[src/sv/pdf_pkg.sv]
// pdf_pkg: shared constants and types of the packet duplicate filter
// no dependencies
`default_nettype none

package pdf_pkg;

    localparam logic [31:0] FNV_BASIS    = 32'd2166136261;
    localparam logic [31:0] FNV_PRIME    = 32'd16777619;
    localparam logic [31:0] WINDOW_RESET = 32'd2000;

    // configuration register indexes
    localparam int unsigned CFG_ADDR_W = 1;
    localparam logic [CFG_ADDR_W-1:0] CFG_REPEAT_ENABLE = 1'd0;
    localparam logic [CFG_ADDR_W-1:0] CFG_WINDOW_MS     = 1'd1;

    // input item kinds
    localparam logic KIND_BYTE    = 1'b0;
    localparam logic KIND_CONFIRM = 1'b1;

    // finished packet hash heading for the table lookup
    typedef struct packed {
        logic        valid;
        logic [31:0] hash;
        logic [31:0] now;
    } t_chk_req;

    // write of the pending hash into the oldest slot
    typedef struct packed {
        logic        en;
        logic [31:0] hash;
        logic [31:0] stamp;
    } t_slot_wr;

endpackage

`default_nettype wire

[src/sv/pdf_hash_stage.sv]
// pdf_hash_stage: input register, fnv-1a byte fold, running and pending hash
// depends on pdf_pkg
`default_nettype none

module pdf_hash_stage (
    input  wire logic              i_clk,
    input  wire logic              i_rst_n,
    input  wire logic              i_valid,
    output logic                   o_ready,
    input  wire logic              i_kind,
    input  wire logic [7:0]        i_byte,
    input  wire logic              i_last,
    input  wire logic [31:0]       i_now,
    output pdf_pkg::t_chk_req      o_chk,
    input  wire logic              i_chk_ready,
    output pdf_pkg::t_slot_wr      o_slot_wr
);
    import pdf_pkg::*;

    logic        r_in_valid;
    logic        r_in_kind;
    logic [7:0]  r_in_byte;
    logic        r_in_last;
    logic [31:0] r_in_now;
    logic [31:0] r_running;
    logic [31:0] r_pending;

    logic        w_needs_chk;
    logic        w_in_free;
    logic        w_in_adv;
    logic        w_accept;
    logic [31:0] w_fold;

    assign w_fold      = (r_running ^ {24'd0, r_in_byte}) * FNV_PRIME;
    assign w_needs_chk = (r_in_kind == KIND_BYTE) && r_in_last;
    // a confirm waits until any earlier lookup has been evaluated
    assign w_in_free   = !r_in_valid || !(w_needs_chk || (r_in_kind == KIND_CONFIRM))
                         || i_chk_ready;
    assign w_in_adv    = r_in_valid && w_in_free;
    assign w_accept    = i_valid && w_in_free;
    assign o_ready     = w_in_free;

    assign o_chk.valid = r_in_valid && w_needs_chk;
    assign o_chk.hash  = w_fold;
    assign o_chk.now   = r_in_now;

    assign o_slot_wr.en    = w_in_adv && (r_in_kind == KIND_CONFIRM);
    assign o_slot_wr.hash  = r_pending;
    assign o_slot_wr.stamp = r_in_now;

    always_ff @(posedge i_clk) begin
        if (!i_rst_n) begin
            r_in_valid <= 1'b0;
            r_running  <= FNV_BASIS;
            r_pending  <= 32'd0;
        end else begin
            if (w_accept) begin
                r_in_valid <= 1'b1;
            end else if (w_in_adv) begin
                r_in_valid <= 1'b0;
            end
            if (w_in_adv && (r_in_kind == KIND_BYTE)) begin
                if (r_in_last) begin
                    r_running <= FNV_BASIS;
                    r_pending <= w_fold;
                end else begin
                    r_running <= w_fold;
                end
            end
        end
    end

    always_ff @(posedge i_clk) begin
        if (w_accept) begin
            r_in_kind <= i_kind;
            r_in_byte <= i_byte;
            r_in_last <= i_last;
            r_in_now  <= i_now;
        end
    end

    // a finished packet restarts the hash and becomes the pending hash
    a_restart: assert property (@(posedge i_clk) disable iff (!i_rst_n)
        (w_in_adv && w_needs_chk) |=> (r_running == FNV_BASIS) && (r_pending == $past(w_fold)))
        else $error("hash not restarted after last byte");

endmodule

`default_nettype wire

[src/sv/pdf_slot_table.sv]
// pdf_slot_table: remembered hash and time slots, oldest-slot pick, window match
// depends on pdf_pkg
`default_nettype none

module pdf_slot_table #(
    parameter int unsigned SLOTS = 8
) (
    input  wire logic              i_clk,
    input  wire logic              i_rst_n,
    input  pdf_pkg::t_slot_wr      i_wr,
    input  wire logic [31:0]       i_q_hash,
    input  wire logic [31:0]       i_q_now,
    input  wire logic [31:0]       i_window,
    output logic                   o_match
);
    import pdf_pkg::*;

    localparam int unsigned LEVELS = $clog2(SLOTS);
    localparam int unsigned LEAVES = 1 << LEVELS;
    localparam int unsigned IDX_W  = (SLOTS > 1) ? $clog2(SLOTS) : 1;

    logic [31:0]      r_slot_hash [SLOTS];
    logic [31:0]      r_slot_time [SLOTS];

    logic [31:0]      w_node_time [2*LEAVES];
    logic [IDX_W-1:0] w_node_idx  [2*LEAVES];
    logic [SLOTS-1:0] w_hit;

    assign w_node_time[0] = '1;
    assign w_node_idx[0]  = '0;

    // leaves, padding entries never win over a real slot
    for (genvar j = 0; j < LEAVES; j++) begin : g_leaf
        if (j < SLOTS) begin : g_real
            assign w_node_time[LEAVES+j] = r_slot_time[j];
            assign w_node_idx[LEAVES+j]  = IDX_W'(j);
        end else begin : g_pad
            assign w_node_time[LEAVES+j] = '1;
            assign w_node_idx[LEAVES+j]  = '0;
        end
    end

    // minimum tree, left side keeps ties so the lowest index wins
    for (genvar n = 1; n < LEAVES; n++) begin : g_node
        logic w_right;
        assign w_right        = w_node_time[2*n+1] < w_node_time[2*n];
        assign w_node_time[n] = w_right ? w_node_time[2*n+1] : w_node_time[2*n];
        assign w_node_idx[n]  = w_right ? w_node_idx[2*n+1] : w_node_idx[2*n];
    end

    for (genvar i = 0; i < SLOTS; i++) begin : g_cmp
        logic [31:0] w_age;
        assign w_age    = i_q_now - r_slot_time[i];
        assign w_hit[i] = (r_slot_hash[i] == i_q_hash) && (w_age <= i_window);
    end

    assign o_match = |w_hit;

    always_ff @(posedge i_clk) begin
        if (!i_rst_n) begin
            for (int i = 0; i < SLOTS; i++) begin
                r_slot_hash[i] <= 32'd0;
                r_slot_time[i] <= 32'd0;
            end
        end else if (i_wr.en) begin
            r_slot_hash[w_node_idx[1]] <= i_wr.hash;
            r_slot_time[w_node_idx[1]] <= i_wr.stamp;
        end
    end

endmodule

`default_nettype wire

[src/sv/packet_duplicate_filter_top.sv]
// a last byte's result passes through the input, lookup and output registers before it is valid
// throughput: one input transfer per cycle while the input is not stalled, packet bytes and confirms alike
// stalls reach the input only when a finished packet waits at the lookup and output
// reset clears the slot table, running hash to the fnv offset basis, pending hash to zero
// reset sets repeat_enable to one and window_ms to 2000
// depends on pdf_pkg, pdf_hash_stage, pdf_slot_table
`default_nettype none

module packet_duplicate_filter_top #(
    parameter int unsigned SLOTS = 8
) (
    input  wire logic                            i_clk,
    input  wire logic                            i_rst_n,
    input  wire logic                            i_cfg_we,
    input  wire logic [pdf_pkg::CFG_ADDR_W-1:0]  i_cfg_addr,
    input  wire logic [31:0]                     i_cfg_data,
    input  wire logic                            s_axis_tvalid,
    output logic                                 s_axis_tready,
    input  wire logic [39:0]                     s_axis_tdata,  // data_byte, now_ms
    input  wire logic                            s_axis_tlast,
    input  wire logic                            s_axis_tuser,  // kind
    output logic                                 m_axis_tvalid,
    input  wire logic                            m_axis_tready,
    output logic [39:0]                          m_axis_tdata   // packet_hash, repeat_res
);
    import pdf_pkg::*;

    logic        r_repeat_enable;
    logic [31:0] r_window_ms;

    logic        r_chk_valid;
    logic [31:0] r_chk_hash;
    logic [31:0] r_chk_now;
    logic        r_out_valid;
    logic [31:0] r_out_hash;
    logic        r_out_repeat;

    t_chk_req    w_chk;
    t_slot_wr    w_slot_wr;
    logic        w_match;
    logic        w_out_free;
    logic        w_chk_free;
    logic        w_chk_load;
    logic        w_out_load;

    assign w_out_free = !r_out_valid || m_axis_tready;
    assign w_chk_free = !r_chk_valid || w_out_free;
    assign w_chk_load = w_chk.valid && w_chk_free;
    assign w_out_load = r_chk_valid && w_out_free;

    pdf_hash_stage u_hash (
        .i_clk       (i_clk),
        .i_rst_n     (i_rst_n),
        .i_valid     (s_axis_tvalid),
        .o_ready     (s_axis_tready),
        .i_kind      (s_axis_tuser),
        .i_byte      (s_axis_tdata[7:0]),
        .i_last      (s_axis_tlast),
        .i_now       (s_axis_tdata[39:8]),
        .o_chk       (w_chk),
        .i_chk_ready (w_chk_free),
        .o_slot_wr   (w_slot_wr)
    );

    pdf_slot_table #(
        .SLOTS (SLOTS)
    ) u_table (
        .i_clk    (i_clk),
        .i_rst_n  (i_rst_n),
        .i_wr     (w_slot_wr),
        .i_q_hash (r_chk_hash),
        .i_q_now  (r_chk_now),
        .i_window (r_window_ms),
        .o_match  (w_match)
    );

    always_ff @(posedge i_clk) begin
        if (!i_rst_n) begin
            r_repeat_enable <= 1'b1;
            r_window_ms     <= WINDOW_RESET;
            r_chk_valid     <= 1'b0;
            r_out_valid     <= 1'b0;
        end else begin
            if (i_cfg_we) begin
                unique case (i_cfg_addr)
                    CFG_REPEAT_ENABLE: r_repeat_enable <= i_cfg_data[0];
                    CFG_WINDOW_MS:     r_window_ms     <= i_cfg_data;
                    default:           ;
                endcase
            end
            if (w_chk_load) begin
                r_chk_valid <= 1'b1;
            end else if (w_out_load) begin
                r_chk_valid <= 1'b0;
            end
            if (w_out_load) begin
                r_out_valid <= 1'b1;
            end else if (m_axis_tready) begin
                r_out_valid <= 1'b0;
            end
        end
    end

    always_ff @(posedge i_clk) begin
        if (w_chk_load) begin
            r_chk_hash <= w_chk.hash;
            r_chk_now  <= w_chk.now;
        end
        if (w_out_load) begin
            r_out_hash   <= r_chk_hash;
            r_out_repeat <= r_repeat_enable && !w_match;
        end
    end

    assign m_axis_tvalid = r_out_valid;
    assign m_axis_tdata  = {7'd0, r_out_repeat, r_out_hash};

    // input stalls only behind a full lookup stage and a blocked output
    a_stall_cause: assert property (@(posedge i_clk) disable iff (!i_rst_n)
        !s_axis_tready |-> (r_chk_valid && r_out_valid && !m_axis_tready))
        else $error("input stalled without a blocked result");

    // every result comes from the lookup stage
    a_out_source: assert property (@(posedge i_clk) disable iff (!i_rst_n)
        $rose(r_out_valid) |-> $past(r_chk_valid))
        else $error("result appeared without a lookup");

    // a waiting lookup is never dropped while the output is blocked
    a_chk_hold: assert property (@(posedge i_clk) disable iff (!i_rst_n)
        (r_chk_valid && r_out_valid && !m_axis_tready) |=> r_chk_valid)
        else $error("lookup lost during output stall");

endmodule

`default_nettype wire
[config.mk]
export PLATFORM = sky130hd
export DESIGN_NAME = packet_duplicate_filter_top
export DESIGN_NICKNAME = d
export VERILOG_FILES = /design/src/sv/pdf_pkg.sv /design/src/sv/pdf_hash_stage.sv /design/src/sv/pdf_slot_table.sv /design/src/sv/packet_duplicate_filter_top.sv
export SDC_FILE = /design/constraint.sdc
export NUM_CORES = 2
export LEC_CHECK = 0
export BUFFER_PORTS_ARGS = -buffer_cell sky130_fd_sc_hd__buf_2
export CORE_MARGIN = 2
export CORE_UTILIZATION = 40
export CTS_CLUSTER_SIZE = 30
export DETAILED_ROUTE_END_ITERATION = 8
export PLACE_DENSITY_LB_ADDON = 0.12
export REMOVE_ABC_BUFFERS = 1
export SLEW_MARGIN = 20
export SYNTH_ARGS = -nofsm -noshare
export SYNTH_HDL_FRONTEND = slang
export SYNTH_SLANG_ARGS = --single-unit
[constraint.sdc]
create_clock -name i_clk -period 9.9 [get_ports i_clk]
set_input_delay 1.98 -clock i_clk [delete_from_list [all_inputs] [get_ports i_clk]]
set_output_delay 1.98 -clock i_clk [all_outputs]
set_load 0.03 [all_outputs]
==> metrics.txt <==
# TYPE chip_impl_metric gauge
chip_impl_metric{name="grt_max_degree",unit=""} 65
chip_impl_metric{name="die_w",unit="um"} 390.8
chip_impl_metric{name="yosys_warnings",unit=""} 0
chip_impl_metric{name="combined_global_route_utilization_of_all_metal_layers",unit="%"} 27.68
chip_impl_metric{name="required_time_of_the_critical_path",unit="ps"} 10290
chip_impl_metric{name="cellLeakagePower",unit="nW"} 28.10
chip_impl_metric{name="mappedNetlistArea",unit="mm^2"} 0.05984
chip_impl_metric{name="layout_min_cycle_time",unit="ps"} 9518
chip_impl_metric{name="firstDrtPassIters",unit=""} 5
chip_impl_metric{name="via_count",unit=""} 45740
chip_impl_info{name="synth_top_family_by_area",value="adder cells"} 1
chip_impl_metric{name="max_clock_buf_depth",unit=""} 3
chip_impl_metric{name="areaGrowthSynthToFinish",unit="%"} 10.67
chip_impl_info{name="tritoncts_clock_tree",value="built"} 1
chip_impl_metric{name="detail_route.iter0.violations",unit=""} 3569
chip_impl_metric{name="post-route-period-util",unit="%"} 96.14
chip_impl_metric{name="fmax",unit="GHz"} 0.1051
chip_impl_metric{name="globalRouteOverflowTotal",unit=""} 0
chip_impl_info{name="outcome",value="finished clean"} 1
chip_impl_metric{name="tightestPinTransition",unit="ps"} 1243
chip_impl_metric{name="clock_insertion_delay_worst_skew",unit="ps"} 720
chip_impl_info{name="worstReg2RegStart",value="u_table.r_slot_time[6][20]"} 1
chip_impl_metric{name="layoutNonFillerInstCount",unit=""} 8207
chip_impl_info{name="critPathMostFrequentCell",value="sky130_fd_sc_hd__buf_4"} 1
chip_impl_metric{name="timing.final.setup_violations",unit=""} 0
chip_impl_metric{name="effective_utilization_at_floorplan",unit="%"} 40.38
chip_impl_metric{name="report.power.total",unit="mW"} 19.64
chip_impl_metric{name="critical_path_buf_inv_count",unit=""} 7
chip_impl_metric{name="htree_levels",unit=""} 3
chip_impl_info{name="criticalPathCategory",value="flip-flop to flip-flop"} 1
chip_impl_metric{name="boundaryPins",unit=""} 122
chip_impl_metric{name="cts_post_setup_buffers_inserted",unit=""} 0
chip_impl_metric{name="ff2ff_setup_slack",unit="ps"} 380
chip_impl_metric{name="synth.distinct_cells",unit=""} 89
chip_impl_metric{name="cts.sink_count",unit=""} 751
chip_impl_info{name="hp-start",value="r_window_ms[30]"} 1
chip_impl_info{name="worst_setup_path_end_kind",value="flip-flop"} 1
chip_impl_metric{name="worstHoldPathCells",unit=""} 2
chip_impl_metric{name="synth_largest_type_area_fraction",unit="%"} 32.67
chip_impl_info{name="post-synth-top-count-cell",value="sky130_fd_sc_hd__ha_1"} 1
chip_impl_metric{name="clock_edge_transition_at_the_registers_on_the_reported_setup_and_hold_paths",unit="ps"} 50
chip_impl_metric{name="report.final.hold_viol_count",unit=""} 0
chip_impl_metric{name="synth_async_sr_flop_share",unit="%"} 0
chip_impl_metric{name="first_global_vias",unit=""} 44440
chip_impl_metric{name="post_cts.resized_instances",unit=""} 0
chip_impl_metric{name="dieHeight",unit="um"} 390.8
chip_impl_metric{name="totalWireLength",unit="um"} 213200
chip_impl_info{name="netlist.top_cell.by_area",value="sky130_fd_sc_hd__edfxtp_1"} 1
chip_impl_metric{name="worst_path_largest_cell_delay",unit="ps"} 670
chip_impl_metric{name="finalNetCount",unit=""} 7267
chip_impl_metric{name="holdBufCountCts",unit=""} 0
chip_impl_metric{name="synth_area_per_cell",unit="um^2"} 9.883
chip_impl_metric{name="synthesis.instances",unit=""} 6055
chip_impl_info{name="yosys-top-cells-count",value="sky130_fd_sc_hd__ha_1, sky130_fd_sc_hd__edfxtp_1, sky130_fd_sc_hd__inv_1"} 1
chip_impl_info{name="whs_endpoint",value="r_window_ms[30]"} 1
chip_impl_metric{name="synth.ff_latch_count",unit=""} 751
chip_impl_metric{name="clock_skew",unit="ps"} 58.28
chip_impl_info{name="crit-reg2reg-capture",value="u_table.r_slot_time[6][26]"} 1
chip_impl_info{name="synth_top_flop_cell",value="sky130_fd_sc_hd__edfxtp_1"} 1
chip_impl_metric{name="yosys.area_share.xor_xnor",unit="%"} 7.625
chip_impl_metric{name="drt-vias-per-instance",unit=""} 5.573
chip_impl_info{name="critical-path-top-delay-family",value="compound AO/OA/AOI/OAI gates"} 1
chip_impl_metric{name="seq_area_frac_synth",unit="%"} 36.01
chip_impl_metric{name="number_of_enable_type_register_cells_in_the_synthesized_netlist",unit=""} 651
chip_impl_metric{name="detailedPlace.worstSlack",unit="ps"} 267.4
chip_impl_metric{name="critical_path.max_fanout",unit=""} 29
chip_impl_metric{name="fp.dieArea",unit="mm^2"} 0.1527
chip_impl_metric{name="post_synth_fa_ha_maj_area_fraction",unit="%"} 21.71
chip_impl_metric{name="synth-compound-area-share",unit="%"} 13.40
chip_impl_metric{name="number_of_antenna_violations_at_the_first_check_in_global_routing",unit=""} 15
chip_impl_info{name="crit_path_top_delay_cell",value="sky130_fd_sc_hd__nor3_4"} 1
chip_impl_metric{name="timing.slew.headroom",unit="%"} 16.41
chip_impl_metric{name="rows",unit=""} 141
chip_impl_metric{name="numPortBuffers",unit=""} 114
chip_impl_metric{name="yosys-mux-area-fraction",unit="%"} 1.133
chip_impl_metric{name="cellPowerDensity",unit="mW/mm^2"} 296.6
chip_impl_info{name="min-delay-path-class",value="flip-flop to flip-flop"} 1
chip_impl_metric{name="synthSimpleGateAreaFrac",unit="%"} 15.13
chip_impl_metric{name="timing_max_transition_violations_final",unit=""} 0
chip_impl_metric{name="final_util",unit="%"} 44.69
chip_impl_metric{name="floorplan.core_area",unit="mm^2"} 0.1482
chip_impl_info{name="grt_setup_unrepaired",value="no"} 1
chip_impl_info{name="synth_area_leaders",value="sky130_fd_sc_hd__edfxtp_1, sky130_fd_sc_hd__ha_1, sky130_fd_sc_hd__and2_1"} 1
chip_impl_metric{name="final.fill_count",unit=""} 14210
chip_impl_metric{name="first_pass_grt_wire_length",unit="um"} 304700
chip_impl_metric{name="placedCellCount",unit=""} 8035
chip_impl_metric{name="cts_made_buffers",unit=""} 91
chip_impl_metric{name="remaining_drc_errors",unit=""} 0
chip_impl_info{name="clock-root-buffer",value="sky130_fd_sc_hd__clkbuf_16"} 1
chip_impl_metric{name="cp_data_arrival_time",unit="ps"} 9900
chip_impl_metric{name="ff2ff_path_depth",unit=""} 33
chip_impl_metric{name="worst_slack",unit="ps"} 382.4
chip_impl_metric{name="irDropWorstVdd",unit="uV"} 895.5
chip_impl_metric{name="max_cap_viol_count",unit=""} 0
chip_impl_metric{name="wire_per_inst",unit="um"} 25.97
chip_impl_metric{name="detailedPlacementHpwl",unit="um"} 166000
chip_impl_metric{name="place_congestion",unit=""} 0.9662
chip_impl_info{name="worst_setup_path_start_kind",value="flip-flop"} 1
chip_impl_metric{name="antenna_left",unit=""} 0
chip_impl_metric{name="post_route_cells_drive_above_1_share",unit="%"} 6.298
-- power by group --
| group | internal (mW) | leakage (nW) | switching, mW |
|---|---|---|---|
| Combinational | 4.29 | 19.3 | 7.29 |
| Clock | 1.90 | 1.41 | 1.46 |
| Sequential | 4.14 | 7.40 | 0.561 |
-- layout by cell type, fill, tap and decap left out, drive strengths merged, types with 31 or more instances in the layout --
cell    count
nand4     153
ha        907
inv       586
nand2     348
o211ai     39
o21bai     35
a21oi     427
dfxtp     100
o21ai     248
xor2      147
mux2i      64
xnor2     374
nor2      280
edfxtp    651
clkinv     35
and2      531
clkbuf    117
o21a       85
a211oi     56
nor2b      72
a21o      168
nor4       45
buf       210
fa         82
a31oi      31
nand3      50
nand2b     62
nor3       70
-- stage by stage --
stage | instance area (um^2) | TNS [ps] | hold slack (ps)
2_1_floorplan | 59070 | -1673320 | 436.3
3_3_place_gp | 63260 | 0 | 441.7
3_5_place_dp | 63270 | 0 | 446.5
4_1_cts | 66210 | 0 | 453.9
5_1_grt | 66210 | 0 | 465.1
6_report | 66230 | 0 | 453.5
-- metal layers --
| layer | part of all wire (%) | up-vias | routed length [um] | GRT usage [%] |
|---|---|---|---|---|
| met3 | 5.4 | 314 | 11610 | 2.815 |
| met5 | 0 | - | 0 | 0 |
| met1 | 45 | 22190 | 95030 | 37.93 |
| met2 | 46 | 1393 | 97950 | 45.19 |
| met4 | 4.0 | 0 | 8567 | 10.11 |
| li1 | - | 21840 | - | - |
-- final cells by class --
type / count / area [um^2] / area share [%]
flip-flops and latches: 751 / 21550 / 32.54
clock inverters: 50 / 528.0 / 0.7973
diodes: 5 / 12.51 / 0.01889
multi-input cells: 4561 / 35500 / 53.60
repair buffers: 210 / 1617 / 2.441
well taps: 1930 / 2415 / 3.646
clock buffers: 117 / 2416 / 3.648
inverters: 583 / 2192 / 3.310
-- tightest hold or removal path, cell delays in order (launching register included) --
cell and delay [ps]:
sky130_fd_sc_hd__dfxtp_1 300, sky130_fd_sc_hd__nand2_1 50, sky130_fd_sc_hd__a21oi_1 50
-- cells by family (layout without fill, tap and decap cells) --
family	after synthesis	in the layout
xor gates and xnor gates	521	521
adders and majority gates	989	989
other	1	12
AOI/OAI and AO/OA	1271	1271
DFF	751	751
buffers and inverters	749	960
muxes	67	67
and+or+nand+nor	1706	1706
-- state kept, by name (all words and copies together) (netlist names), 8 cells and up --
signal and count:
u_table.r_slot_hash 256, u_hash.r_in_byte 8, u_hash.r_pending 32, r_chk_hash 32, u_table.r_slot_time 256, r_window_ms 32, r_out_hash 32, u_hash.r_running 32
r_chk_now 32, u_hash.r_in_now 32
-- how the worst max path moves through the flow --
stage                          startpoint                    endpoint  cells after the start
2_1_floorplan  u_table.r_slot_time[5][31]   u_table.r_slot_hash[1][0]                     24
3_3_place_gp   u_table.r_slot_time[6][18]  u_table.r_slot_time[6][26]                     33
3_5_place_dp   u_table.r_slot_time[6][19]  u_table.r_slot_time[6][26]                     33
4_1_cts        u_table.r_slot_time[6][19]  u_table.r_slot_time[6][15]                     33
5_1_grt        u_table.r_slot_time[6][19]  u_table.r_slot_time[6][26]                     33
6_report       u_table.r_slot_time[6][20]  u_table.r_slot_time[6][26]                     33
No activity file was read; power rests on OpenSTA's default activity.
